`src/rtl/atipd_pkg.sv`:
```
// ----------------------------------------------------------------------------
// atipd_pkg
// shared types and character codes for the +IPD frame parser
// ----------------------------------------------------------------------------
package atipd_pkg;

  // length field
  localparam int          LenW         = 14;
  localparam logic [13:0] LenMax       = 14'd16383;
  localparam int          MaxLenDigits = 4;
  localparam int          DigitCntW    = 3;

  // packed width of the result tdata
  localparam int TdataOutW = 24;

  // beat kinds on the slave side
  localparam logic CmdByte  = 1'b0;
  localparam logic CmdClear = 1'b1;

  // characters
  localparam logic [7:0] CharPlus  = 8'h2B;
  localparam logic [7:0] CharI     = 8'h49;
  localparam logic [7:0] CharP     = 8'h50;
  localparam logic [7:0] CharD     = 8'h44;
  localparam logic [7:0] CharComma = 8'h2C;
  localparam logic [7:0] CharColon = 8'h3A;
  localparam logic [7:0] CharGt    = 8'h3E;
  localparam logic [7:0] CharO     = 8'h4F;
  localparam logic [7:0] CharK     = 8'h4B;
  localparam logic [7:0] CharZero  = 8'h30;
  localparam logic [7:0] CharNine  = 8'h39;

  typedef enum logic [6:0] {
    ST_PLUS  = 7'b0000001,
    ST_I     = 7'b0000010,
    ST_P     = 7'b0000100,
    ST_D     = 7'b0001000,
    ST_COMMA = 7'b0010000,
    ST_LEN   = 7'b0100000,
    ST_DATA  = 7'b1000000
  } parse_state_t;

  typedef struct packed {
    logic       cmd;
    logic [7:0] rx_byte;
  } item_t;

  typedef struct packed {
    logic [7:0]      payload_byte;
    logic            payload_valid;
    logic            payload_last;
    logic [LenW-1:0] payload_length;
    logic            ready_flag;
  } result_t;

endpackage

```
`src/rtl/atipd_in_stage.sv`:
```
// ----------------------------------------------------------------------------
// atipd_in_stage
// input register: holds one slave-side beat until the step logic takes it
// ----------------------------------------------------------------------------
module atipd_in_stage (
  input  logic              clk,
  input  logic              rst,
  input  logic              in_valid,
  output logic              in_ready,
  input  atipd_pkg::item_t  in_item,
  input  logic              take,
  output logic              valid,
  output atipd_pkg::item_t  item
);

  assign in_ready = !valid || take;

  always_ff @(posedge clk) begin
    if (rst) begin
      valid <= 1'b0;
    end else if (in_valid && in_ready) begin
      valid <= 1'b1;
    end else if (take) begin
      valid <= 1'b0;
    end
  end

  always_ff @(posedge clk) begin
    if (in_valid && in_ready) begin
      item <= in_item;
    end
  end

endmodule

```
`src/rtl/atipd_step.sv`:
```
// ----------------------------------------------------------------------------
// atipd_step
// parser state and its single-pass next-state logic for one beat
// ----------------------------------------------------------------------------
module atipd_step (
  input  logic                clk,
  input  logic                rst,
  input  logic                en,
  input  atipd_pkg::item_t    item,
  output atipd_pkg::result_t  res
);

  atipd_pkg::parse_state_t parse_state, parse_state_next;
  logic                           ok_match, ok_match_next;
  logic                           ready_bit, ready_bit_next;
  logic [atipd_pkg::LenW-1:0]     frame_length, frame_length_next;
  logic [atipd_pkg::LenW-1:0]     byte_count, byte_count_next;
  logic [atipd_pkg::DigitCntW-1:0] digit_count, digit_count_next;
  logic                           digits_ended, digits_ended_next;

  logic [7:0]                     c;
  logic [3:0]                     digit;
  logic                           is_digit;
  logic [17:0]                    len_mac;
  logic [atipd_pkg::LenW-1:0]     len_sat;
  logic [atipd_pkg::LenW-1:0]     byte_inc;
  logic                           ready_mid;

  assign c        = item.rx_byte;
  assign digit    = c[3:0];
  assign is_digit = (c >= atipd_pkg::CharZero) && (c <= atipd_pkg::CharNine);
  // frame_length * 10 + digit
  assign len_mac  = {1'b0, frame_length, 3'b000} + {3'b000, frame_length, 1'b0}
                  + {14'b0, digit};
  assign len_sat  = (len_mac > 18'(atipd_pkg::LenMax)) ? atipd_pkg::LenMax
                                                       : len_mac[13:0];
  assign byte_inc = byte_count + 14'd1;

  always_comb begin
    parse_state_next   = parse_state;
    ok_match_next      = ok_match;
    ready_bit_next     = ready_bit;
    frame_length_next  = frame_length;
    byte_count_next    = byte_count;
    digit_count_next   = digit_count;
    digits_ended_next  = digits_ended;
    ready_mid          = ready_bit;
    res.payload_byte   = 8'd0;
    res.payload_valid  = 1'b0;
    res.payload_last   = 1'b0;

    if (item.cmd == atipd_pkg::CmdClear) begin
      ready_bit_next = 1'b0;
    end else begin
      case (parse_state)
        atipd_pkg::ST_I: begin
          parse_state_next = (c == atipd_pkg::CharI) ? atipd_pkg::ST_P
                                                     : atipd_pkg::ST_PLUS;
        end
        atipd_pkg::ST_P: begin
          parse_state_next = (c == atipd_pkg::CharP) ? atipd_pkg::ST_D
                                                     : atipd_pkg::ST_PLUS;
        end
        atipd_pkg::ST_D: begin
          parse_state_next = (c == atipd_pkg::CharD) ? atipd_pkg::ST_COMMA
                                                     : atipd_pkg::ST_PLUS;
        end
        atipd_pkg::ST_COMMA: begin
          if (c == atipd_pkg::CharComma) begin
            parse_state_next  = atipd_pkg::ST_LEN;
            frame_length_next = '0;
            digit_count_next  = '0;
            digits_ended_next = 1'b0;
          end else begin
            parse_state_next = atipd_pkg::ST_PLUS;
          end
        end
        atipd_pkg::ST_LEN: begin
          if (c == atipd_pkg::CharColon) begin
            byte_count_next  = '0;
            // empty frame goes straight back to hunting
            parse_state_next = (frame_length == '0) ? atipd_pkg::ST_PLUS
                                                    : atipd_pkg::ST_DATA;
          end else if (is_digit) begin
            if (!digits_ended &&
                (digit_count < atipd_pkg::DigitCntW'(atipd_pkg::MaxLenDigits))) begin
              frame_length_next = len_sat;
              digit_count_next  = digit_count + 3'd1;
            end
          end else begin
            digits_ended_next = 1'b1;
          end
        end
        atipd_pkg::ST_DATA: begin
          res.payload_byte  = c;
          res.payload_valid = 1'b1;
          byte_count_next   = byte_inc;
          if (byte_inc >= frame_length) begin
            res.payload_last = 1'b1;
            byte_count_next  = '0;
            parse_state_next = atipd_pkg::ST_PLUS;
          end
        end
        default: begin
          parse_state_next = (c == atipd_pkg::CharPlus) ? atipd_pkg::ST_I
                                                        : atipd_pkg::ST_PLUS;
        end
      endcase

      // prompt / OK detection runs on every received byte
      ready_mid      = ready_bit || (c == atipd_pkg::CharGt);
      ready_bit_next = ready_mid;
      if (!ready_mid) begin
        if (!ok_match) begin
          ok_match_next = (c == atipd_pkg::CharO);
        end else begin
          ok_match_next = 1'b0;
          if (c == atipd_pkg::CharK) begin
            ready_bit_next = 1'b1;
          end
        end
      end
    end

    res.payload_length = frame_length_next;
    res.ready_flag     = ready_bit_next;
  end

  always_ff @(posedge clk) begin
    if (rst) begin
      parse_state  <= atipd_pkg::ST_PLUS;
      ok_match     <= 1'b0;
      ready_bit    <= 1'b0;
      frame_length <= '0;
      byte_count   <= '0;
      digit_count  <= '0;
      digits_ended <= 1'b0;
    end else if (en) begin
      parse_state  <= parse_state_next;
      ok_match     <= ok_match_next;
      ready_bit    <= ready_bit_next;
      frame_length <= frame_length_next;
      byte_count   <= byte_count_next;
      digit_count  <= digit_count_next;
      digits_ended <= digits_ended_next;
    end
  end

endmodule

```
`src/rtl/at_response_ipd_parser_core.sv`:
```
// ----------------------------------------------------------------------------
// at_response_ipd_parser_core
// +IPD frame parser and OK / prompt detector for a modem receive byte stream
// ----------------------------------------------------------------------------
// path: input register then result register; a beat accepted into the input
//   register steps into the result register, which holds it until m_axis_tready
// throughput: one beat per cycle unless m_axis_tready stalls the result register;
//   one result beat for every input beat, made by a single pass through the step logic
// reset: synchronous active-high rst empties both registers, puts the parser
//   in the hunt-for-plus state and clears the ready flag and length state
// ----------------------------------------------------------------------------
module at_response_ipd_parser_core (
  input  logic        clk,
  input  logic        rst,
  // slave side
  input  logic        s_axis_tvalid,
  output logic        s_axis_tready,
  input  logic [7:0]  s_axis_tdata,   // [7:0] rx_byte
  input  logic        s_axis_tuser,   // [0] cmd (0 = byte, 1 = clear ready flag)
  // master side
  output logic        m_axis_tvalid,
  input  logic        m_axis_tready,
  output logic [23:0] m_axis_tdata,   // [7:0] payload_byte, [21:8] payload_length,
                                      // [22] ready_flag, [23] zero
  output logic        m_axis_tuser,   // [0] payload_valid
  output logic        m_axis_tlast    // payload_last
);

  atipd_pkg::item_t   in_item;
  atipd_pkg::item_t   st_item;
  logic               st_valid;
  logic               adv;
  atipd_pkg::result_t step_res;
  atipd_pkg::result_t out_res;
  logic               out_valid;

  assign in_item.cmd     = s_axis_tuser;
  assign in_item.rx_byte = s_axis_tdata;

  // a beat moves into the result register whenever that register is free
  // or is being drained this cycle; parser state advances with it
  assign adv = st_valid && (!out_valid || m_axis_tready);

  atipd_in_stage u_in (
    .clk      (clk),
    .rst      (rst),
    .in_valid (s_axis_tvalid),
    .in_ready (s_axis_tready),
    .in_item  (in_item),
    .take     (adv),
    .valid    (st_valid),
    .item     (st_item)
  );

  atipd_step u_step (
    .clk  (clk),
    .rst  (rst),
    .en   (adv),
    .item (st_item),
    .res  (step_res)
  );

  // result register
  always_ff @(posedge clk) begin
    if (rst) begin
      out_valid <= 1'b0;
    end else if (adv) begin
      out_valid <= 1'b1;
    end else if (m_axis_tready) begin
      out_valid <= 1'b0;
    end
  end

  always_ff @(posedge clk) begin
    if (adv) begin
      out_res <= step_res;
    end
  end

  assign m_axis_tvalid = out_valid;
  assign m_axis_tdata  = {1'b0, out_res.ready_flag, out_res.payload_length,
                          out_res.payload_byte};
  assign m_axis_tuser  = out_res.payload_valid;
  assign m_axis_tlast  = out_res.payload_last;

  // last beat of a frame is always a payload beat
  a_last_is_payload: assert property (@(posedge clk) disable iff (rst)
    (m_axis_tvalid && m_axis_tlast) |-> m_axis_tuser)
    else $error("tlast without payload");

  // non-payload beats carry a zero byte
  a_idle_byte_zero: assert property (@(posedge clk) disable iff (rst)
    (m_axis_tvalid && !m_axis_tuser) |-> (m_axis_tdata[7:0] == 8'd0))
    else $error("nonzero byte on non-payload beat");

  // a clear command shows a dropped ready flag on its own result beat
  a_clear_drops_flag: assert property (@(posedge clk) disable iff (rst)
    (adv && (st_item.cmd == atipd_pkg::CmdClear)) |=> !m_axis_tdata[22])
    else $error("ready flag survived clear");

  // every step produces a result beat in the next cycle
  a_step_gives_result: assert property (@(posedge clk) disable iff (rst)
    adv |=> m_axis_tvalid)
    else $error("result beat lost");

endmodule
```
`config.mk`:
```
export PLATFORM = sky130hd
export DESIGN_NAME = at_response_ipd_parser_core
export DESIGN_NICKNAME = d
export VERILOG_FILES = /design/src/rtl/atipd_pkg.sv /design/src/rtl/atipd_in_stage.sv /design/src/rtl/atipd_step.sv /design/src/rtl/at_response_ipd_parser_core.sv
export SDC_FILE = /design/constraint.sdc
export NUM_CORES = 1
export LEC_CHECK = 0
export BUFFER_PORTS_ARGS = -buffer_cell sky130_fd_sc_hd__buf_4
export CAP_MARGIN = 20
export CORE_UTILIZATION = 40
export CTS_CLUSTER_SIZE = 8
export DETAILED_ROUTE_END_ITERATION = 8
export MAX_ROUTING_LAYER = met4
export SLEW_MARGIN = 20
export SYNTH_ARGS = -nofsm -noshare
export SYNTH_HDL_FRONTEND = slang
export SYNTH_SLANG_ARGS = --single-unit
export TNS_END_PERCENT = 20
```
`constraint.sdc`:
```
create_clock -name clk -period 11.02 [get_ports clk]
set_input_delay 0.551 -clock clk [delete_from_list [all_inputs] [get_ports clk]]
set_output_delay 0.551 -clock clk [all_outputs]
set_load 0.05 [all_outputs]
```
Yosys cells after proc, flatten, opt, wreduce, memory -nomap -nowiden

Index checks and enable logic that the tools add are counted.

Register bits: 77
Input port bits: 13
Output and inout port bits: 28
Word-level logic and storage cells: 110

Eq/ne operators: 22
Muxes and demuxes: 39
Reductions and logical operators: 21
Bitwise operators: 3
Magnitude comparators: 5
$add $sub $neg: 4

Operator list:

| operator                                                       | number |
|---|---|
| two-way mux 14 bit                                             | 8 |
| one-hot mux 14 bit (2 select lines)                            | 2 |
| one-hot mux 7 bit (6 select lines)                             | 1 |
| == test 8 x 7 -> 1 bit, second input constant                  | 5 |
| == test 8 x 6 -> 1 bit, second input constant                  | 4 |
| two-way mux 7 bit                                              | 3 |
| adder 17 x 15 -> 18 bit                                        | 1 |
| adder 18 x 4 -> 18 bit                                         | 1 |
| > comparator 18 x 14 -> 1 bit, second input constant           | 1 |
| two-way mux 3 bit                                              | 5 |
| adder 14 x 1 -> 14 bit, second input constant                  | 1 |
| >= comparator 14 bit                                           | 1 |
| logical NOT 14 bit                                             | 1 |
| two-way mux 1 bit                                              | 13 |
| != test 2 x 1 -> 1 bit, second input constant                  | 5 |
| >= comparator 8 x 6 -> 1 bit, second input constant            | 1 |
| less-or-equal comparator 8 x 6 -> 1 bit, second input constant | 1 |
| AND reduction 4 bit                                            | 2 |
| nonzero test 2 bit                                             | 4 |
| == test 7 x 2 -> 1 bit, second input constant                  | 1 |
| == test 7 x 3 -> 1 bit, second input constant                  | 1 |
| == test 7 x 4 -> 1 bit, second input constant                  | 1 |
| == test 7 x 5 -> 1 bit, second input constant                  | 1 |
| == test 7 x 6 -> 1 bit, second input constant                  | 1 |
| other kinds (18)                                               | 29 |

Logic depth before layout (Yosys ltp)

Gate-level depths: netlist (run 1).

Depth after elaboration: 9
Depth in mapped cells: 16
Depth with buffers taken out: 15

Modules after synthesis

A second synthesis (run 1) with hierarchy kept.

Cell total of the unflattened synthesis: 587
Area, all modules: 5370.2 um^2

By module, submodules not included:

| module                      | sequential area each (um^2) | cells each | area each (um^2) | instances |
|---|---|---|---|---|
| atipd_step                  | 820.8                       | 541        | 4227.8           | 1 |
| at_response_ipd_parser_core | 770.7                       | 32         | 817.0            | 1 |
| atipd_in_stage              | 290.3                       | 14         | 325.3            | 1 |

Least setup slack after synthesis (run 1)

No wires, ideal clock.

Kind: reg2reg
Start point: reg, netlist name u_in.item[3]
End point: reg out_res (netlist bit m_axis_tdata[21]) (data pin)
Clock period less this slack: 3.473 ns
Setup time: 0.266 ns
Data required time: 10.754 ns
Arrival: 3.207 ns
Slack: 7.547 ns
Stages on the path, launching flop included: 12
Path buffers: 1
Path through: edfxtp_1 -> fa_1 -> fa_1 -> a21o_1 -> a221oi_2 -> nor2_1 -> o41ai_2 -> xnor2_1 -> a2111o_1 -> buf_2 -> o21bai_1 -> o211ai_1

RTL lines:

| item                   | RTL line                          | RTL |
|---|---|---|
| end signal: assignment | at_response_ipd_parser_core.sv:76 | `out_res <= step_res;` |
| end: declaration       | at_response_ipd_parser_core.sv:34 | `atipd_pkg::result_t out_res;` |

==> results of run 1 <==
-- metal layers --
layer | vias up | share of wire | global-route usage
met4 | 0 | 0.012 | 0.05244
li1 | 2080 | - | -
met2 | 92 | 0.46 | 0.3292
met5 | - | 0 | -
met1 | 1939 | 0.48 | 0.2784
met3 | 15 | 0.043 | 0.04246
-- power groups by stage --
stage	clock network (mW)	logic (mW)	registers, mW
4_1_cts	0.324	0.0450	0.310
3_5_place_dp	0	0.0449	0.316
2_1_floorplan	0	0.0139	0.331
5_1_grt	0.335	0.0472	0.310
6_report	0.319	0.0448	0.310
3_3_place_gp	0	0.0449	0.316
-- cells in the final DEF, fill, tap and decap left out, drive strengths merged, types with 3 or more instances in the layout --
cell / count
a211oi: 4
a21o: 10
a21oi: 37
a22o: 4
a32oi: 3
and2: 15
and3: 7
buf: 41
clkbuf: 10
clkinvlp: 3
dfxtp: 43
edfxtp: 34
ha: 43
inv: 19
nand2: 88
nand2b: 7
nand3: 11
nand3b: 3
nand4: 7
nand4b: 3
nor2: 47
nor2b: 8
nor3: 15
nor4: 4
o211ai: 6
o21ai: 27
o21bai: 4
o221ai: 11
o22ai: 6
o2bb2ai: 4
or2: 11
or3: 7
xnor2: 9
xor2: 8
-- flip-flops by register name (all words and copies together), names as in the netlist --
name and cells:
u_in.valid 1, u_step.ok_match 1, u_step.parse_state 7, m_axis_tlast 1, u_step.ready_bit 1, u_step.frame_length 14, u_step.digit_count 3, u_step.byte_count 14
m_axis_tdata 23, u_in.item 9, u_step.digits_ended 1, m_axis_tuser 1, m_axis_tvalid 1
-- layout make-up --
cell class	count	area, sq um	share of cell area
clock inverters	6	87.58	0.01572
multi-input cells	438	2814	0.5052
inverters	19	71.32	0.01280
repair buffers	41	307.8	0.05526
clock buffers	10	229.0	0.04111
flip-flops and latches	77	1882	0.3378
well taps	143	178.9	0.03212
-- stage by stage --
step / utilization / power (mW) / hold WS [ns] / setup WS [ns]
global placement: 0.4524 / 0.3606 / 0.4498 / 6.995
detailed placement: 0.4524 / 0.3608 / 0.4598 / 6.856
global route: 0.4796 / 0.6921 / 0.3728 / 6.652
finish: 0.4796 / 0.6732 / 0.3820 / 6.802
floorplan: - / 0.3446 / 0.4361 / 7.547
CTS: 0.4796 / 0.6788 / 0.3734 / 6.851
-- final timing paths --
| path | from | end | slack, ns | cells past startpoint |
|---|---|---|---|---|
| setup / recovery | u_in.item[3] | m_axis_tdata[20] | 6.80 | 10 |
| hold / removal | s_axis_tdata[5] | u_in.item[5] | 0.38 | 1 |
| setup reg to reg | u_in.item[3] | m_axis_tdata[20] | 6.80 | 10 |
| hold reg to reg | u_step.ready_bit | u_step.ready_bit | 0.47 | 2 |
-- cells by family after synthesis --
logic type / Yosys count
simple gates: 241
other cells: 1
flops: 77
buf+inv: 34
xor+xnor: 17
compound gates: 132
fa+ha+maj: 45
mux: 2
==> flow_summary.yaml, run 1 <==
worst_setup_path:
  start_kind: "flop"
  arrival_ns: 4.32
  crit_required_ns: 11.12
  crit_top_cell: "fa_1"
  max_stage_delay_ns: 0.65
  cp_top_family: "compound AO/OA/AOI/OAI gates"
  cp_slowest_cell: "a2111o_1"
  end_kind: "flop"
  crit_type: "reg -> reg"
  path_cells: "fa_1 -> fa_1 -> a21o_1 -> a221oi_2 -> nor2_1 -> o41ai_2 -> xnor2_1 -> a2111o_1 -> nand2b_1 -> a22o_1"
  cp_max_fo: 24
  path_buf_inv: 0
logic_synthesis:
  synth-compound-area-share: 0.1852
  synth_cell_type_count: 60
  yosys.area_share.xor_xnor: 0.03077
  yosysWarnings: 0
  synth_area_leaders: "edfxtp_1, dfxtp_1, ha_1"
  syn-num-nets: 607
  ys_async_sr_fraction: 0
  yosys.area.top_type: "edfxtp_1"
  synth-simple-area-share: 0.2413
  netlist_area_sq_um: 4838
  yosysMostFrequentCell: "nand2_1"
  synth_top_family_by_area: "simple AND/OR/NAND/NOR gates"
  ys_top_cells_by_count: "nand2_1, nor2_1, dfxtp_1, ha_1, a21oi_1"
  synthFlopType: "dfxtp_1"
  synth.avg_cell_area_sq_um: 8.813
  netlist_instances: 549
  synth_mux_area_frac: 0.004138
  seq_area_frac_synth: 0.3889
  yosysTopAreaCellShare: 0.2110
  synth_adder_area_share: 0.1195
  synth_edf_count: 34
  ys_ff_latch: 77
cts:
  ctsLongestPathBuffers: 2
  cts_tree: "yes"
  numCtsBuffers: 9
  ctsHoldBuffers: 0
  cts_root_buf: "clkbuf_16"
  cts_max_level: 3
  post_cts_resize_count: 0
  clkSinkCount: 77
  insertion_delay_ns: 0.34
  clkTransAtPathRegs_ns: 0.06
  post-cts-setup-buffers: 0
routing:
  drt_wl_total_microns: 12190
  ant_nets: 0
  drt-wirelength-per-cell_microns: 16.60
  dr_total_vias: 4126
  drc: 2
  viasPerCell: 5.621
  firstDrtPassIters: 7
  first_iter_violations: 303
place:
  place.gp.congestion: 0.8512
  dp_hpwl_microns: 8863
  post-place-cells: 718
  placed_area_sq_um: 5254
  portBuffers: 39
floorplanning:
  rows: 39
  core_area_sq_um: 11610
  top_level_ports: 41
  fp.dieH_microns: 112.0
  initial_core_util: 0.4166
  die_w_microns: 112.0
  fp.dieArea_sq_um: 12540
hold_path:
  hp-class: "in -> reg"
sta:
  max_slew_margin: 0.3412
  hold_violations: 0
  min_period_over_period: 0.3828
  worst_slew_pin_slew_ns: 0.9846
  rsz0062_at_grt: "false"
  slew_violations: 0
  setup_violations: 0
  fin_skew_ns: 0.006081
  max_freq_mhz: 237.1
  fin_crit_ns: 4.218
  final.setup.tns_ns: 0
cells_and_area:
  synthToLayoutAreaGrowth_pct: 15.13
  fillers: 1116
  final_cell_area_sq_um: 5570
  fin_cells: 734
  diodes: 0
  fin_nets: 644
  drive_gt1_frac: 0.1269
power:
  p_leak_nw: 2.400
  power_density_nw_per_um2: 120.9
  p_comb_frac: 0.067
  p_int_mw: 0.5151
  p_clk_frac: 0.474
  seqPwrFrac: 0.460
  irDropWorstVdd_mv: 0.08834
  p_switching_mw: 0.1581
  switching_share: 0.2349
global_routing:
  first_global_vias: 3962
  grt_max_degree: 32
  grt_antenna_before_repair: 0
  grt_overflow: 0
  track_usage: 0.2103
  grt_pass1_wl_microns: 20080
status:
  violations: "design-rule violations"
  status: "complete, but fails checks"
run:
  maxCapViolations: 0
Note: power is estimated with default switching activity, not from simulation.
==> run 2, diff against run 1 <==
ABC_AREA = 1   (was not set)
clock period = 3.85 ns   (was 11.02 ns; I/O delays follow)
==> run 2 against run 1 <==
The flow now finishes without violations. Die area up 9.1%. Largest cell class unchanged. Clock skew grew 0.0011 ns. Count of clock-buffer cells in the layout stayed put. Synthesized area up 9.2%. Routed wire length rose by 6.0%. Utilization shrank 0.69 points. Clock power rose to 2.9 times the previous value. Maximum frequency is 29% higher. Critical path depth rose by 5. Highest routed layer unchanged. Via count grew 18%. Power increased to 3.3 times the previous value. Final cell count up 31%.
==> flow_summary.yaml, run 2 <==
cts:
  numCtsBuffers: 9
  cts_tree: "yes"
  post_cts_resize_count: 0
  ctsLongestPathBuffers: 2
  clkSinkCount: 77
  ctsHoldBuffers: 0
  cts_root_buf: "clkbuf_16"
  cts_max_level: 3
  clkTransAtPathRegs_ns: 0.06
  post-cts-setup-buffers: 0
  insertion_delay_ns: 0.35
sta:
  final.setup.tns_ns: 0
  slew_violations: 0
  fin_crit_ns: 3.277
  worst_slack_ns: 0.5732
  fin_skew_ns: 0.007152
  setup_violations: 0
  min_period_over_period: 0.8511
  max_freq_mhz: 305.2
  worst_slew_pin_slew_ns: 0.7159
  rsz0062_at_grt: "false"
  hold-worst-slack_ns: 0.01298
  max_slew_margin: 0.5216
  hold_violations: 0
place:
  dp_hpwl_microns: 9813
  place.gp.congestion: 0.9143
  pre_cts_ws_ns: 0.5791
  post-place-cells: 944
  portBuffers: 39
cells_and_area:
  seqCellArea_sq_um: 1882
  drive_gt1_frac: 0.09518
  fin_cells: 960
  multi_input_area_sq_um: 2848
  postLayoutCoreUtil: 0.4727
  largest_reg_flops: 23
  mostFrequentLayoutCell: "nand2_1"
  synthToLayoutAreaGrowth_pct: 14.25
  fin_nets: 841
  diodes: 0
  most-common-layout-cells: "nand2_1, inv_1, a21oi_1"
  fillers: 1296
hold_path:
  holdPathStages: 1
  hp-class: "in -> reg"
floorplanning:
  top_level_ports: 41
  fp.dieH_microns: 116.9
  core_area_sq_um: 12770
  initial_core_util: 0.4138
  rows: 41
  fp.dieArea_sq_um: 13680
  die_w_microns: 116.9
power:
  irDropWorstVdd_mv: 0.2868
  p_leak_nw: 2.950
  power_density_nw_per_um2: 363.1
worst_setup_path:
  start_kind: "flop"
  path_depth: 15
  cp_top_family: "simple AND/OR/NAND/NOR gates"
  cp_max_fo: 13
  path_cells: "nand3_1 -> nor2_1 -> nand3_1 -> nor3_1 -> nand3_1 -> xor2_1 -> inv_1 -> ha_1 -> nand2_1 -> nor4_1 -> nand2_1 -> nand4_1 -> nand3_1 -> o21ai_0 -> a21oi_1"
  crit_required_ns: 4.08
  max_stage_delay_ns: 0.39
  reg2reg_slack_ns: 0.57
  arrival_ns: 3.51
  end_kind: "flop"
  worstRegToRegCells: 15
  cp_slowest_cell: "dfxtp_1"
  crit_type: "reg -> reg"
  crit_top_cell: "nand3_1"
  path_buf_inv: 1
logic_synthesis:
  netlist_instances: 748
  yosys.area.top_type: "edfxtp_1"
  synth.avg_cell_area_sq_um: 7.066
  yosysMostFrequentCell: "nand2_1"
  syn-num-nets: 806
  synth_edf_count: 34
  netlist_area_sq_um: 5285
  ys_async_sr_fraction: 0
  yosysWarnings: 0
  yosysTopAreaCellShare: 0.1932
  ys_ff_latch: 77
  synthFlopType: "dfxtp_1"
  synth_cell_type_count: 36
  ys_top_cells_by_count: "nand2_1, inv_1, a21oi_1"
  seq_area_frac_synth: 0.3561
  synth_area_leaders: "edfxtp_1, dfxtp_1, nand2_1"
status:
  status: "finished, final reports clean"
global_routing:
  grt_pass1_wl_microns: 21580
  grt_antenna_before_repair: 0
  first_global_vias: 4657
  track_usage: 0.2153
  grt_overflow: 0
  grt_max_degree: 43
routing:
  drt-wirelength-per-cell_microns: 13.46
  drt_wl_total_microns: 12920
  dr_total_vias: 4871
  viasPerCell: 5.074
  drc: 0
  first_iter_violations: 286
  ant_nets: 0
  firstDrtPassIters: 6
run:
  maxCapViolations: 0
run 2: cell count changes in the layout (fill, tap and decap cells not counted), sizes merged, moves of 8 or more:
cell,delta
o21ai,-11
nand2,+113
a21oi,+41
nand3,+54
nand4,+8
nor2b,-8
inv,+104
o221ai,-11
nor2,+16
a21o,-10
and2,-15
or2,-10
run 2: worst reg2reg max path, cell delays in order (launching register included):
cell	delay, ns
dfxtp_1	0.39
nand3_1	0.13
nor2_1	0.18
nand3_1	0.15
nor3_1	0.28
nand3_1	0.13
xor2_1	0.17
inv_1	0.08
ha_1	0.29
nand2_1	0.09
nor4_1	0.27
nand2_1	0.10
nand4_1	0.18
nand3_1	0.36
o21ai_0	0.30
a21oi_1	0.06
run 2: layout make-up:
type | count | area share
inverter | 123 | 0.07646
timing repair buffer | 41 | 0.05097
sequential | 77 | 0.3116
tap | 172 | 0.03564
clock buffer | 10 | 0.03958
clock inverter | 6 | 0.01409
multi-input combinational | 531 | 0.4716
run 2: final timing paths:
path,start,end
max reg2reg,u_step.byte_count[0],u_step.parse_state[5]
max,u_step.byte_count[0],u_step.parse_state[5]
min,s_axis_tdata[2],u_in.item[2]
min reg2reg,u_step.parse_state[1],u_step.parse_state[1]
run 2: layer usage:
layer / track usage / wire length (microns)
met1: 0.2376 / 5749
met2: 0.3744 / 6308
met3: 0.03605 / 440
met4: 0.1105 / 425
met5: - / 0
run 2: kinds of logic (layout without fill, tap and decap cells):
logic type	count (synthesis)	after routing	share of synthesized area
flip-flops	77	77	0.3561
adder cells (fa/ha/maj)	45	45	0.1094
AO/OA/AOI/OAI	97	97	0.09588
other	1	1	0.0007095
XOR/XNOR	18	18	0.02983
buffers and inverters	140	180	0.1051
AND/OR/NAND/NOR	370	370	0.3030
run 2: power by group:
group          leakage (nW)  internal (mW)  total, mW  switching [mW]
registers             0.681          0.890      0.922          0.0316
clock network         0.157          0.584      0.935           0.351
logic                  2.11          0.107      0.336           0.229
run 2: stage by stage:
step           cell area [sq um]  total power [mW]
2_1_floorplan               5285             1.185
3_3_place_gp                5714             1.269
3_5_place_dp                5714             1.275
4_1_cts                     6038             2.209
5_1_grt                     6038             2.283
6_report                    6038             2.193
==> run 3, diff against run 2 <==
ABC_CLOCK_PERIOD_IN_PS = 3850   (was not set)
RECOVER_POWER = 25   (was not set)
==> run 3 against run 2 <==
Clock skew about the same. Sequential power is essentially flat. Clock power is essentially flat. Combinational power shrank 3%. Maximum frequency about the same. Critical path type unchanged. Critical endpoint unchanged.
==> flow_summary.yaml, run 3 (synthesis results as in run 2) <==
status:
  status: "finished, final reports clean"
sta:
  max_slew_margin: 0.5242
  max_freq_mhz: 305.1
  hold-worst-slack_ns: 0.03608
  final.setup.tns_ns: 0
  fin_crit_ns: 3.278
  rsz0062_at_grt: "false"
  worst_slew_pin_slew_ns: 0.7120
  min_period_over_period: 0.8514
  setup_violations: 0
  hold_violations: 0
  fin_skew_ns: 0.007167
  slew_violations: 0
cts:
  cts_max_level: 3
  clkSinkCount: 77
  cts_tree: "yes"
  insertion_delay_ns: 0.35
  numCtsBuffers: 9
  clkTransAtPathRegs_ns: 0.06
  post-cts-setup-buffers: 0
  cts_root_buf: "clkbuf_16"
  ctsHoldBuffers: 0
  post_cts_resize_count: 0
  ctsLongestPathBuffers: 2
global_routing:
  track_usage: 0.2153
  grt_antenna_before_repair: 0
  first_global_vias: 4657
  grt_pass1_wl_microns: 21580
  grt_max_degree: 43
  grt_overflow: 0
routing:
  dr_total_vias: 4855
  viasPerCell: 5.057
  drc: 0
  drt_wl_total_microns: 12900
  firstDrtPassIters: 5
  first_iter_violations: 307
  ant_nets: 0
  drt-wirelength-per-cell_microns: 13.44
worst_setup_path:
  arrival_ns: 3.51
  crit_type: "reg -> reg"
  end_kind: "flop"
  max_stage_delay_ns: 0.39
  cp_slowest_cell: "dfxtp_1"
  crit_top_cell: "nand3_1"
  start_kind: "flop"
  cp_max_fo: 13
  crit_required_ns: 4.08
  path_cells: "nand3_1 -> nor2_1 -> nand3_1 -> nor3_1 -> nand3_1 -> xor2_1 -> inv_1 -> ha_1 -> nand2_1 -> nor4_1 -> nand2_1 -> nand4_1 -> nand3_1 -> o21ai_0 -> a21oi_1"
cells_and_area:
  most-common-layout-cells: "nand2_1, inv_1, a21oi_1"
  postLayoutCoreUtil: 0.4657
  drive_gt1_frac: 0.06472
  fin_nets: 841
  diodes: 0
  synthToLayoutAreaGrowth_pct: 12.55
  largest_reg_flops: 23
  final_cell_area_sq_um: 5948
  mostFrequentLayoutCell: "nand2_1"
power:
  p_leak_nw: 2.858
  irDropWorstVdd_mv: 0.2865
  p_total_mw: 2.181
  power_density_nw_per_um2: 366.7
floorplanning:
  rows: 41
  die_w_microns: 116.9
  fp.dieH_microns: 116.9
  core_area_sq_um: 12770
  top_level_ports: 41
  fp.dieArea_sq_um: 13680
  initial_core_util: 0.4138
place:
  portBuffers: 39
  placed_area_sq_um: 5714
  place.gp.congestion: 0.9143
  dp_hpwl_microns: 9813
run:
  maxCapViolations: 0
hold_path:
  hp-class: "in -> reg"
-- run 3: cell types whose count changed in the layout (fill, tap and decap cells not counted), sizes merged --
cell,previous run,this run
buf,41,8
clkbuf,10,43
-- run 3: worst paths after layout --
kind / startpoint / endpoint / slack (ns) / cells past startpoint
worst min register to register: u_step.parse_state[1] / u_step.parse_state[1] / 0.47 / 2
worst max register to register: u_step.byte_count[2] / u_step.parse_state[5] / 0.57 / 15
worst max-delay path: u_step.byte_count[2] / u_step.parse_state[5] / 0.57 / 15
worst min-delay path: s_axis_tdata[7] / u_in.item[7] / 0.04 / 1
-- run 3: worst max-delay path: cells and delay by family, from the launching register on --
family | cells | cell delay, ns
AO/OA/AOI/OAI | 2 | 0.36
adder cells (fa/ha/maj) | 1 | 0.29
buffers and inverters | 1 | 0.08
flip-flops | 1 | 0.39
AND/OR/NAND/NOR | 10 | 1.86
XOR/XNOR | 1 | 0.17
-- run 3: through the flow --
step,instances,setup slack [ns]
after floorplan,748,1.088
after global placement,944,0.6524
after detailed placement,944,0.5791
after CTS,960,0.5799
after global routing,960,0.1332
final,960,0.5720
-- run 3: area by class of cell --
class,instances,area [sq um]
clock buffer,10,239.0
fill,1321,6825
clock inverter,6,85.08
sequential,77,1882
timing repair buffer,41,217.7
tap,172,215.2
multi-input combinational,531,2848
inverter,123,461.7
-- run 3: metal layers --
metal  up-vias  wire [microns]  track usage
met2        92            6298       0.3744
met3        31             435      0.03605
met1      2230            5742       0.2376
met5         -               0            -
met4         0             422       0.1105
li1       2502               -            -
-- run 3: report_power, final --
group / switching [mW] / internal, mW / total (mW)
registers: 0.0312 / 0.890 / 0.922
logic: 0.229 / 0.0971 / 0.326
clock network: 0.349 / 0.584 / 0.933
total: 0.610 / 1.57 / 2.18
